`src/hdl/memory_test_pattern_checker_top_macros.svh`:
```
// Assertion macros for the memory test pattern checker.
// Used by the top level only; no other dependencies.
`ifndef MEMORY_TEST_PATTERN_CHECKER_TOP_MACROS_SVH
`define MEMORY_TEST_PATTERN_CHECKER_TOP_MACROS_SVH

// antecedent holds -> consequent holds in the same cycle
`define MTPC_ASSERT_SAME(label, clk, rstn, ante, cons, msg) \
    label: assert property (@(posedge clk) disable iff (!(rstn)) (ante) |-> (cons)) \
        else $error(msg);

// antecedent holds -> consequent holds in the next cycle
`define MTPC_ASSERT_NEXT(label, clk, rstn, ante, cons, msg) \
    label: assert property (@(posedge clk) disable iff (!(rstn)) (ante) |=> (cons)) \
        else $error(msg);

`endif

```
`src/hdl/mtpc_pkg.sv`:
```
// Shared types and constants for the memory test pattern checker.
// No dependencies.
package mtpc_pkg;

    localparam logic [31:0] SEED_BASE = 32'hABCDEF02;
    localparam logic [31:0] RAND_ADD  = 32'd13849;

    typedef enum logic [1:0] {
        KIND_RESTART = 2'd0,
        KIND_WRITE   = 2'd1,
        KIND_VERIFY  = 2'd2,
        KIND_CLEAR   = 2'd3
    } kind_t;

    localparam logic [1:0] SIZE_BYTE = 2'd0;
    localparam logic [1:0] SIZE_WORD = 2'd1;
    localparam logic [1:0] SIZE_LONG = 2'd2;

    localparam logic [1:0] REG_ACC_WIDTH    = 2'd0;
    localparam logic [1:0] REG_PATTERN_MODE = 2'd1;
    localparam logic [1:0] REG_PASS_NUMBER  = 2'd2;
    localparam logic [1:0] REG_ERROR_LIMIT  = 2'd3;

    localparam logic MODE_RANDOM = 1'b0;

    typedef struct packed {
        logic [1:0]  acc_width;
        logic        pattern_mode;
        logic [15:0] pass_number;
        logic [30:0] error_limit;
    } cfg_t;

    typedef struct packed {
        kind_t       kind;
        logic [31:0] address;
        logic [31:0] read_data;
    } item_t;

    typedef struct packed {
        logic  valid;
        item_t item;
    } stage_t;

    typedef struct packed {
        logic [31:0] expected_pattern;
        logic        mismatch;
        logic [30:0] error_count;
        logic        limit_reached;
    } result_t;

endpackage

```
`src/hdl/mtpc_in_stage.sv`:
```
// Input register stage: captures one beat from the slave side.
// Depends on mtpc_pkg.
module mtpc_in_stage
    import mtpc_pkg::*;
(
    input  logic        aclk,
    input  logic        aresetn,
    input  logic        s_tvalid,
    output logic        s_tready,
    input  logic [1:0]  s_tuser,   // [1:0] kind
    input  logic [63:0] s_tdata,   // [31:0] address, [63:32] read_data
    input  logic        advance,
    output stage_t      stage
);

    logic  valid_reg, valid_next;
    item_t item_reg, item_next;
    logic  accept;

    assign s_tready = !valid_reg || advance;
    assign accept   = s_tvalid && s_tready;

    always_comb begin
        valid_next = valid_reg;
        item_next  = item_reg;
        if (accept) begin
            valid_next          = 1'b1;
            item_next.kind      = kind_t'(s_tuser);
            item_next.address   = s_tdata[31:0];
            item_next.read_data = s_tdata[63:32];
        end else if (advance) begin
            valid_next = 1'b0;
        end
    end

    always_ff @(posedge aclk) begin
        if (!aresetn) begin
            valid_reg <= 1'b0;
        end else begin
            valid_reg <= valid_next;
        end
        item_reg <= item_next;
    end

    assign stage.valid = valid_reg;
    assign stage.item  = item_reg;

endmodule

```
`src/hdl/mtpc_pattern.sv`:
```
// Pattern generator: running random pattern and linear address pattern.
// Depends on mtpc_pkg.
module mtpc_pattern
    import mtpc_pkg::*;
(
    input  logic        aclk,
    input  logic        aresetn,
    input  cfg_t        cfg,
    input  stage_t      stage,
    input  logic        fire,
    output logic [31:0] expected
);

    logic [31:0] running_reg, running_next;
    logic [31:0] rotated, rand_pat, lin_pat, pat, mask;
    logic [31:0] addr;
    logic        is_access;

    assign addr      = stage.item.address;
    assign is_access = (stage.item.kind == KIND_WRITE) || (stage.item.kind == KIND_VERIFY);

    always_comb begin
        case (cfg.acc_width)
            SIZE_BYTE: rotated = {running_reg[23:0], running_reg[31:24]};
            SIZE_WORD: rotated = {running_reg[15:0], running_reg[31:16]};
            default:   rotated = running_reg;
        endcase
        // x * 8197 = x + (x << 2) + (x << 13)
        if (addr[1:0] == 2'b00) begin
            rand_pat = rotated + {rotated[29:0], 2'b00} + {rotated[18:0], 13'b0} + RAND_ADD;
        end else begin
            rand_pat = rotated;
        end
    end

    always_comb begin
        case (cfg.acc_width)
            SIZE_WORD: lin_pat = addr[1] ? {addr[31:2], 1'b0, addr[0]} : {16'b0, addr[31:16]};
            SIZE_BYTE: begin
                case (addr[1:0])
                    2'd0:    lin_pat = {24'b0, addr[31:24]};
                    2'd1:    lin_pat = {16'b0, addr[31:16]};
                    2'd2:    lin_pat = {8'b0, addr[31:8]};
                    default: lin_pat = {addr[31:2], 2'b00};
                endcase
            end
            default:   lin_pat = addr;
        endcase
    end

    always_comb begin
        case (cfg.acc_width)
            SIZE_BYTE: mask = 32'h0000_00FF;
            SIZE_WORD: mask = 32'h0000_FFFF;
            default:   mask = 32'hFFFF_FFFF;
        endcase
        pat      = (cfg.pattern_mode == MODE_RANDOM) ? rand_pat : lin_pat;
        expected = is_access ? (pat & mask) : 32'b0;
    end

    always_comb begin
        running_next = running_reg;
        if (fire) begin
            if (stage.item.kind == KIND_RESTART) begin
                running_next = SEED_BASE + {16'b0, cfg.pass_number};
            end else if (is_access && cfg.pattern_mode == MODE_RANDOM) begin
                running_next = rand_pat;
            end
        end
    end

    always_ff @(posedge aclk) begin
        if (!aresetn) begin
            running_reg <= SEED_BASE;
        end else begin
            running_reg <= running_next;
        end
    end

endmodule

```
`src/hdl/mtpc_checker.sv`:
```
// Read-back compare and saturating error counter.
// Depends on mtpc_pkg.
module mtpc_checker
    import mtpc_pkg::*;
(
    input  logic        aclk,
    input  logic        aresetn,
    input  cfg_t        cfg,
    input  stage_t      stage,
    input  logic        fire,
    input  logic [31:0] expected,
    output result_t     result
);

    logic [30:0] errors_reg, errors_next;
    logic [31:0] rd_masked;
    logic        miss;

    always_comb begin
        case (cfg.acc_width)
            SIZE_BYTE: rd_masked = {24'b0, stage.item.read_data[7:0]};
            SIZE_WORD: rd_masked = {16'b0, stage.item.read_data[15:0]};
            default:   rd_masked = stage.item.read_data;
        endcase
        miss = (stage.item.kind == KIND_VERIFY) && (rd_masked != expected);
    end

    always_comb begin
        errors_next = errors_reg;
        if (stage.item.kind == KIND_CLEAR) begin
            errors_next = 31'b0;
        end else if (miss && (errors_reg < cfg.error_limit)) begin
            errors_next = errors_reg + 31'd1;
        end
    end

    always_ff @(posedge aclk) begin
        if (!aresetn) begin
            errors_reg <= 31'b0;
        end else if (fire) begin
            errors_reg <= errors_next;
        end
    end

    assign result.expected_pattern = expected;
    assign result.mismatch         = miss;
    assign result.error_count      = errors_next;
    assign result.limit_reached    = (errors_next >= cfg.error_limit);

endmodule

```
`src/hdl/memory_test_pattern_checker_top.sv`:
```
// Memory test pattern checker, top level.
// Each beat passes through two registers: the input register, then the result register.
// Throughput: one beat per cycle unless m_tready stalls the output.
// Reset (aresetn, synchronous, active low): both channels empty, pattern 0xABCDEF02,
// error count 0, registers at long access, pattern_mode 0, pass 0, limit 0x7FFFFFFF.
// Depends on mtpc_pkg, mtpc_in_stage, mtpc_pattern, mtpc_checker and the macros header.
`include "memory_test_pattern_checker_top_macros.svh"

module memory_test_pattern_checker_top
    import mtpc_pkg::*;
(
    input  logic        aclk,
    input  logic        aresetn,
    input  logic        cfg_we,
    input  logic [1:0]  cfg_addr,
    input  logic [30:0] cfg_wdata,
    input  logic        s_tvalid,
    output logic        s_tready,
    input  logic [1:0]  s_tuser,   // [1:0] kind
    input  logic [63:0] s_tdata,   // [31:0] address, [63:32] read_data
    output logic        m_tvalid,
    input  logic        m_tready,
    output logic [71:0] m_tdata    // [31:0] expected_pattern, [32] mismatch,
                                   // [63:33] error_count, [64] limit_reached, rest 0
);

    cfg_t    cfg_reg, cfg_next;
    stage_t  stage;
    logic    advance, fire;
    logic [31:0] expected;
    result_t result;
    result_t out_reg, out_next;
    logic    m_valid_reg, m_valid_next;

    always_comb begin
        cfg_next = cfg_reg;
        if (cfg_we) begin
            unique case (cfg_addr)
                REG_ACC_WIDTH:    cfg_next.acc_width    = cfg_wdata[1:0];
                REG_PATTERN_MODE: cfg_next.pattern_mode = cfg_wdata[0];
                REG_PASS_NUMBER:  cfg_next.pass_number  = cfg_wdata[15:0];
                REG_ERROR_LIMIT:  cfg_next.error_limit  = cfg_wdata;
                default: ;
            endcase
        end
    end

    always_ff @(posedge aclk) begin
        if (!aresetn) begin
            cfg_reg.acc_width    <= SIZE_LONG;
            cfg_reg.pattern_mode <= MODE_RANDOM;
            cfg_reg.pass_number  <= 16'd0;
            cfg_reg.error_limit  <= 31'h7FFF_FFFF;
        end else begin
            cfg_reg <= cfg_next;
        end
    end

    assign advance = !m_valid_reg || m_tready;
    assign fire    = stage.valid && advance;

    mtpc_in_stage u_in_stage (
        .aclk     (aclk),
        .aresetn  (aresetn),
        .s_tvalid (s_tvalid),
        .s_tready (s_tready),
        .s_tuser  (s_tuser),
        .s_tdata  (s_tdata),
        .advance  (advance),
        .stage    (stage)
    );

    mtpc_pattern u_pattern (
        .aclk     (aclk),
        .aresetn  (aresetn),
        .cfg      (cfg_reg),
        .stage    (stage),
        .fire     (fire),
        .expected (expected)
    );

    mtpc_checker u_checker (
        .aclk     (aclk),
        .aresetn  (aresetn),
        .cfg      (cfg_reg),
        .stage    (stage),
        .fire     (fire),
        .expected (expected),
        .result   (result)
    );

    always_comb begin
        m_valid_next = m_valid_reg;
        out_next     = out_reg;
        if (advance) begin
            m_valid_next = stage.valid;
            if (stage.valid) begin
                out_next = result;
            end
        end
    end

    always_ff @(posedge aclk) begin
        if (!aresetn) begin
            m_valid_reg <= 1'b0;
        end else begin
            m_valid_reg <= m_valid_next;
        end
        out_reg <= out_next;
    end

    assign m_tvalid = m_valid_reg;
    assign m_tdata  = {7'b0, out_reg.limit_reached, out_reg.error_count,
                       out_reg.mismatch, out_reg.expected_pattern};

    `MTPC_ASSERT_NEXT(a_ctrl_beat_zero, aclk, aresetn, fire && (stage.item.kind == KIND_RESTART || stage.item.kind == KIND_CLEAR), m_tvalid && m_tdata[31:0] == 32'b0 && !m_tdata[32], "restart/clear beat carries a pattern or mismatch")
    `MTPC_ASSERT_NEXT(a_miss_only_verify, aclk, aresetn, fire && stage.item.kind != KIND_VERIFY, !m_tdata[32], "mismatch flagged on a non-verify beat")
    `MTPC_ASSERT_NEXT(a_stalled_item_held, aclk, aresetn, stage.valid && !advance, stage.valid && $stable(stage.item), "pending beat lost while output stalled")

endmodule

```
`config.mk`:
```
export PLATFORM = sky130hd
export DESIGN_NAME = memory_test_pattern_checker_top
export DESIGN_NICKNAME = d
export VERILOG_FILES = /design/src/hdl/mtpc_pkg.sv /design/src/hdl/mtpc_in_stage.sv /design/src/hdl/mtpc_pattern.sv /design/src/hdl/mtpc_checker.sv /design/src/hdl/memory_test_pattern_checker_top.sv
export VERILOG_INCLUDE_DIRS = /design/src /design/src/hdl
export SDC_FILE = /design/constraint.sdc
export NUM_CORES = 1
export LEC_CHECK = 0
export ABC_CLOCK_PERIOD_IN_PS = 7850
export BUFFER_PORTS_ARGS = -buffer_cell sky130_fd_sc_hd__buf_2
export CAP_MARGIN = 20
export CORE_MARGIN = 2
export CORE_UTILIZATION = 54
export DETAILED_ROUTE_END_ITERATION = 12
export GPL_ROUTABILITY_DRIVEN = 0
export GPL_TIMING_DRIVEN = 0
export PLACE_DENSITY = 0.88
export SYNTH_ARGS = -nofsm -noshare
export SYNTH_HDL_FRONTEND = slang
export SYNTH_SLANG_ARGS = --single-unit
```
`constraint.sdc`:
```
create_clock -name aclk -period 7.85 [get_ports aclk]
set_input_delay 1.9625 -clock aclk [delete_from_list [all_inputs] [get_ports aclk]]
set_output_delay 1.9625 -clock aclk [all_outputs]
set_load 0.02 [all_outputs]
```
==> reports/qor.csv, run 1 <==
stage,metric,value,unit
logic_synthesis,mux share of post-synthesis cell area,0.0343,
logic_synthesis,Post-Synthesis Cell Area,17800,sq um
timing,Crit. endpoint post-GRT repair,m_tdata[64]$_DFFE_PP_/D,
outcome,First Error,[ERROR GRT-0232] Routing congestion too high. Check the congestion heatmap in the GUI.,
grt,gr usage total,0.508,
logic_synthesis,post-synthesis xor/xnor area fraction,0.0207,
logic_synthesis,"Async S/R FF share, synth",0,
logic_synthesis,number of flops mapped to enable cells by yosys,131,
logic_synthesis,Post-Synth Simple-Gate Area,0.203,
logic_synthesis,post-synthesis register bit count,246,
grt,largest net degree at the start of global routing,67,
timing,Worst End Pin Type,sequential cell input,
outcome,status,aborted with a tool error,
logic_synthesis,post-synthesis compound-gate area fraction,0.223,
logic_synthesis,Syn Area/Cell,8.82,sq um
cts,CTS Buf Count,27,
floorplan,# rows,66,
placed_design,DP Cell Count,2636,
placed_design,Detailed Place HPWL,48500,um
grt,grt ovf,2,
logic_synthesis,Main synth FF type,edfxtp_1,
floorplan,I/O Pins,178,
cts,clock root buffer,clkbuf_16,
logic_synthesis,Post-Synth Adder-Cell Area,0.115,
floorplan,initial core utilization,0.548,
floorplan,overall die width,185,um
logic_synthesis,Mapped Cells,2016,
logic_synthesis,register area share after synthesis,0.351,
floorplan,Chip Height,185,um
logic_synthesis,combinational family with the most area after synthesis,compound AO/OA/AOI/OAI gates,
outcome,Last stage,global routing,
logic_synthesis,library cells used by synthesis,98,
placed_design,port bufs,170,
cts,CTS Buffer Depth,3,
placed_design,DP Area,19200,sq um
logic_synthesis,Synth Warn #,0,
cts,H-tree depth,1,
cts,clk sinks,246,
cts,# hold bufs at CTS,0,
## cells by family after synthesis
family,after synthesis
adders and majority gates,152
buffers and inverters,212
and+or+nand+nor,728
other,1
AOI/OAI and AO/OA,577
muxes,58
xor gates and xnor gates,42
DFF,246
## Yosys cell counts, drive strengths merged, types with 8 or more instances
cell type  instances  area share
a31oi             35       0.012
nand3             63       0.018
and3              18      0.0063
o311ai            13      0.0074
o221ai            10      0.0053
nor2             135       0.029
or2               20      0.0070
o21ai            119       0.034
nand2            244       0.052
o2111ai           11      0.0054
o21a              20      0.0084
o211ai            68       0.029
or3               30       0.011
and2              24      0.0084
and4              10      0.0051
clkbuf            65       0.014
o22ai             10      0.0035
mux2              11      0.0072
dfxtp            115        0.13
fa                18       0.020
nor4              15      0.0056
inv               86       0.018
buf               59       0.021
nand2b            17      0.0060
nand4             46       0.017
nor2b             18      0.0063
a22oi              9      0.0038
a21boi             8      0.0034
xnor2             26       0.013
o31ai             16      0.0083
a21o              24       0.010
a211oi            28       0.012
or4               20      0.0084
ha               134       0.094
a21oi            122       0.035
nor3              41       0.012
mux2i             47       0.027
xor2              16      0.0079
edfxtp           131        0.22
## through the flow
step	hold slack, ps	util	worst slack, ps	setup TNS (ps)
after floorplan	436	-	6.26	0
after global placement	454	0.592	-2440	-2560
after detailed placement	477	0.593	-2470	-3260
after CTS	488	0.654	-105	-105
## metal layers
layer,global-route usage,overflow
met1,0.498,0
met2,0.649,1
met3,0.413,0
met4,0.439,1
met5,0.250,0
## what timing repair did
item | in CTS
resized for setup | 191
endpoints found under the setup margin | 18
buffers inserted | 51
pin swaps | 50
==> run 2, diff against run 1 <==
--- a/config.mk
+++ b/config.mk
@@ -6,15 +6,15 @@
 export SDC_FILE = /design/constraint.sdc
 export NUM_CORES = 1
 export LEC_CHECK = 0
-export ABC_CLOCK_PERIOD_IN_PS = 7850
+export ABC_CLOCK_PERIOD_IN_PS = 10200
 export BUFFER_PORTS_ARGS = -buffer_cell sky130_fd_sc_hd__buf_2
 export CAP_MARGIN = 20
 export CORE_MARGIN = 2
-export CORE_UTILIZATION = 54
+export CORE_UTILIZATION = 39
 export DETAILED_ROUTE_END_ITERATION = 12
 export GPL_ROUTABILITY_DRIVEN = 0
 export GPL_TIMING_DRIVEN = 0
-export PLACE_DENSITY = 0.88
+export PLACE_DENSITY_LB_ADDON = 0.15
 export SYNTH_ARGS = -nofsm -noshare
 export SYNTH_HDL_FRONTEND = slang
 export SYNTH_SLANG_ARGS = --single-unit
==> constraint.sdc (replaced) <==
create_clock -name aclk -period 10.2 [get_ports aclk]
set_input_delay 2.55 -clock aclk [delete_from_list [all_inputs] [get_ports aclk]]
set_output_delay 2.55 -clock aclk [all_outputs]
set_load 0.02 [all_outputs]
==> run 2 against run 1 <==
  * The run now ends clean
  * Synthesized cell count unchanged
  * Synthesized area unchanged
==> reports/qor.csv, run 2 <==
stage,metric,value,unit,change
timing,Final Hold Fails,0,,
cts,TritonCTS clock tree,done,,
logic_synthesis,most frequent cells after synthesis,"nand2_1, nor2_1, ha_1, edfxtp_1, a21oi_1",,
finish,"leading cell type in the layout, fill and taps excluded",nand2_1,,
floorplan,initial core utilization,0.393,,-0.154
finish,Fill cells,4456,,
finish,max reg flops,66,,
floorplan,CORE AREA,45200,sq um,
cts,clk_lat worst skew,590,ps,
floorplan,I/O Pins,178,,unchanged
worst_setup_path,flop-to-flop setup slack,340,ps,
drt,DRT Pass-1 Iters,7,,
logic_synthesis,Synth Warn #,0,,unchanged
logic_synthesis,Syn Area/Cell,8.82,sq um,unchanged
logic_synthesis,post-synthesis register bit count,246,,unchanged
placed_design,dpl ws,-1010,ps,+1460 ps
logic_synthesis,Post-Synthesis Cell Area,17800,sq um,unchanged
grt,antenna violations before repair,2,,
logic_synthesis,"Async S/R FF share, synth",0,,unchanged
grt,gr usage total,0.295,,
grt,largest net degree at the start of global routing,65,,
worst_setup_path,CP bufs+invs,9,,
worst_setup_path,Critical Path End Type,register,,
worst_setup_path,CP arrival,10200,ps,
worst_setup_path,Worst Path Required,10540,ps,
finish,fin area,20600,sq um,
logic_synthesis,top cell type's share of synthesized area,0.221,,unchanged
worst_setup_path,cells on worst reg2reg path,38,,
logic_synthesis,main area contributors after synthesis,"edfxtp_1, dfxtp_1, ha_1, nand2_1, a21oi_1",,
logic_synthesis,register area share after synthesis,0.351,,unchanged
worst_setup_path,Reg-to-Reg End,m_tdata[64],,
cts,clk sinks,246,,unchanged
floorplan,# rows,78,,+18%
cts,clock-pin slew on the worst setup and hold paths,60,ps,
worst_setup_path,"delay-heaviest family, CP",compound AO/OA/AOI/OAI gates,,
grt,first-pass GRT wire length,106000,um,
drt,Vias,17700,,
min_path,Hold/Removal Path Class,register to register,,
placed_design,port bufs,170,,unchanged
timing,fmax,101,MHz,
pwr,Peak VDD IR,0.143,mV,
pwr,P per Cell Area,177,nW/um^2,
timing,Rel. slew slack,0.107,,
floorplan,Chip Height,218,um,+17%
timing,period utilization,0.967,,
finish,"Area growth, synth to finish",15.7,%,
logic_synthesis,Main synth FF type,edfxtp_1,,
pwr,P_leak,8.51,nW,
finish,most frequent cells in the layout,"nand2_1, buf_2, nor2_1, ha_1, edfxtp_1",,
grt,number of global-route vias before repair,17000,,
timing,final setup violation count,0,,
worst_setup_path,crit start category,register,,
timing,WHS,484,ps,
timing,minimum clock period,9860,ps,
cts,H-tree depth,1,,unchanged
timing,Setup WS post-layout,338,ps,
finish,multi-input logic area,10700,sq um,
floorplan,die area,47300,sq um,
logic_synthesis,"count leader, synth",nand2_1,,
cts,CTS Buffer Depth,3,,unchanged
worst_setup_path,maximum fanout along the worst path,19,,
timing,clock skew,29.2,ps,
logic_synthesis,Mapped Cells,2016,,unchanged
floorplan,overall die width,218,um,+17%
drt,# DRC,0,,
finish,# nets final,2487,,
finish,Storage cell area,6240,sq um,
min_path,hold path cells,2,,
grt,grt ovf,0,,
drt,1st-iter DRT viols,2013,,
worst_setup_path,critical path depth in cells,38,,
job,max cap viols,0,,
worst_setup_path,"Top cell by count, worst path",o21a_1,,
drt,Via density,6.19,,
placed_design,DP Area,19500,sq um,+1.2%
worst_setup_path,Critical Setup Path Class,register to register,,
worst_setup_path,worst setup path end,m_tdata[64],,
cts,CTS Buf Count,28,,+3.7%
logic_synthesis,cell taking the most area after synthesis,edfxtp_1,,
finish,layout cells sized above 1,0.153,,
drt,Final ANT Viol Nets,0,,
worst_setup_path,CP peak stage delay,540,ps,
timing,Max Slew Vio Count,0,,
drt,WL per Instance,25.1,um,
logic_synthesis,number of flops mapped to enable cells by yosys,131,,unchanged
logic_synthesis,library cells used by synthesis,98,,unchanged
worst_setup_path,worst r2r src,cfg_reg[49],,
placed_design,Detailed Place HPWL,55700,um,+15%
drt,drt total wl,71500,um,
cts,clock root buffer,clkbuf_16,,
outcome,status,"complete, no violations",,
worst_setup_path,crit path from,cfg_reg[49],,
worst_setup_path,crit path max-delay cell type,a2111oi_4,,
timing,slew of the pin with the lowest slew margin,1330,ps,
==> run 2: cell counts after synthesis <==
No cell type changed its count.
==> run 2: repair_timing <==
item                                   in CTS  in global routing
setup endpoints to repair                   1                  1
buffers inserted                            0                  4
resized for setup                          10                 16
hold buffers                                0                  0
endpoints found under the hold margin       0                  0
pin swaps                                   1                  3
==> run 2: cells by family after synthesis <==
kind of cell | after synthesis | share of synthesized area
multiplexers | 58 | 0.0343
XOR/XNOR | 42 | 0.0207
AND/OR/NAND/NOR | 728 | 0.203
other | 1 | 0.000211
AO/OA/AOI/OAI | 577 | 0.223
adder cells (fa/ha/maj) | 152 | 0.115
buffers and inverters | 212 | 0.0538
flip-flops | 246 | 0.351
==> run 2: power by group <==
part | internal [mW] | total [mW] | switching (mW) | leakage [nW]
sequential | 1.10 | 1.15 | 0.0450 | 2.20
combinational | 0.465 | 1.45 | 0.987 | 5.87
clock | 0.593 | 1.03 | 0.439 | 0.449
==> run 2: cell type report <==
cell class,count,area share
Timing Repair Buffer,180,0.0467
Clock buffer,34,0.0357
Antenna cell,1,0.000122
Inverter,88,0.0161
Tap cell,600,0.0365
Sequential cell,246,0.303
Buffer,123,0.0305
Clock inverter,18,0.00992
Multi-Input combinational cell,1564,0.521
==> run 2: worst min-delay path by stage <==
stage | startpoint | to | slack (ps)
CTS | cfg_reg[31] | cfg_reg[31] | 480
global placement | cfg_reg[31] | cfg_reg[31] | 470
global route | cfg_reg[31] | cfg_reg[31] | 510
detailed placement | cfg_reg[31] | cfg_reg[31] | 470
floorplan | cfg_reg[31] | cfg_reg[31] | 440
finish | cfg_reg[42] | cfg_reg[42] | 480
==> run 2: per-stage QoR <==
step | total power [mW] | setup TNS [ps] | std cells | util
after floorplan | 2.06 | 0 | 2022 | -
after CTS | 3.57 | 0 | 2847 | 0.452
after detailed placement | 2.52 | -1010 | 2796 | 0.431
after global routing | 3.79 | -27.4 | 2853 | 0.455
final | 3.63 | 0 | 2854 | 0.455
after global placement | 2.51 | -1080 | 2792 | 0.429
==> run 2: worst min-delay path: cells and delay by family (launching register included) <==
kind	cells	cell delay (ps)
AO/OA/AOI/OAI	1	50
AND/OR/NAND/NOR	1	60
flip-flops	1	330
==> run 2: routing by layer <==
layer	track usage	vias up	wire length [um]
met5	0	-	0
met4	0.200	0	5890
met3	0.0566	298	6500
met2	0.463	1002	31000
met1	0.368	8360	28100
li1	-	8020	-
(Power assumes the default switching activity.)
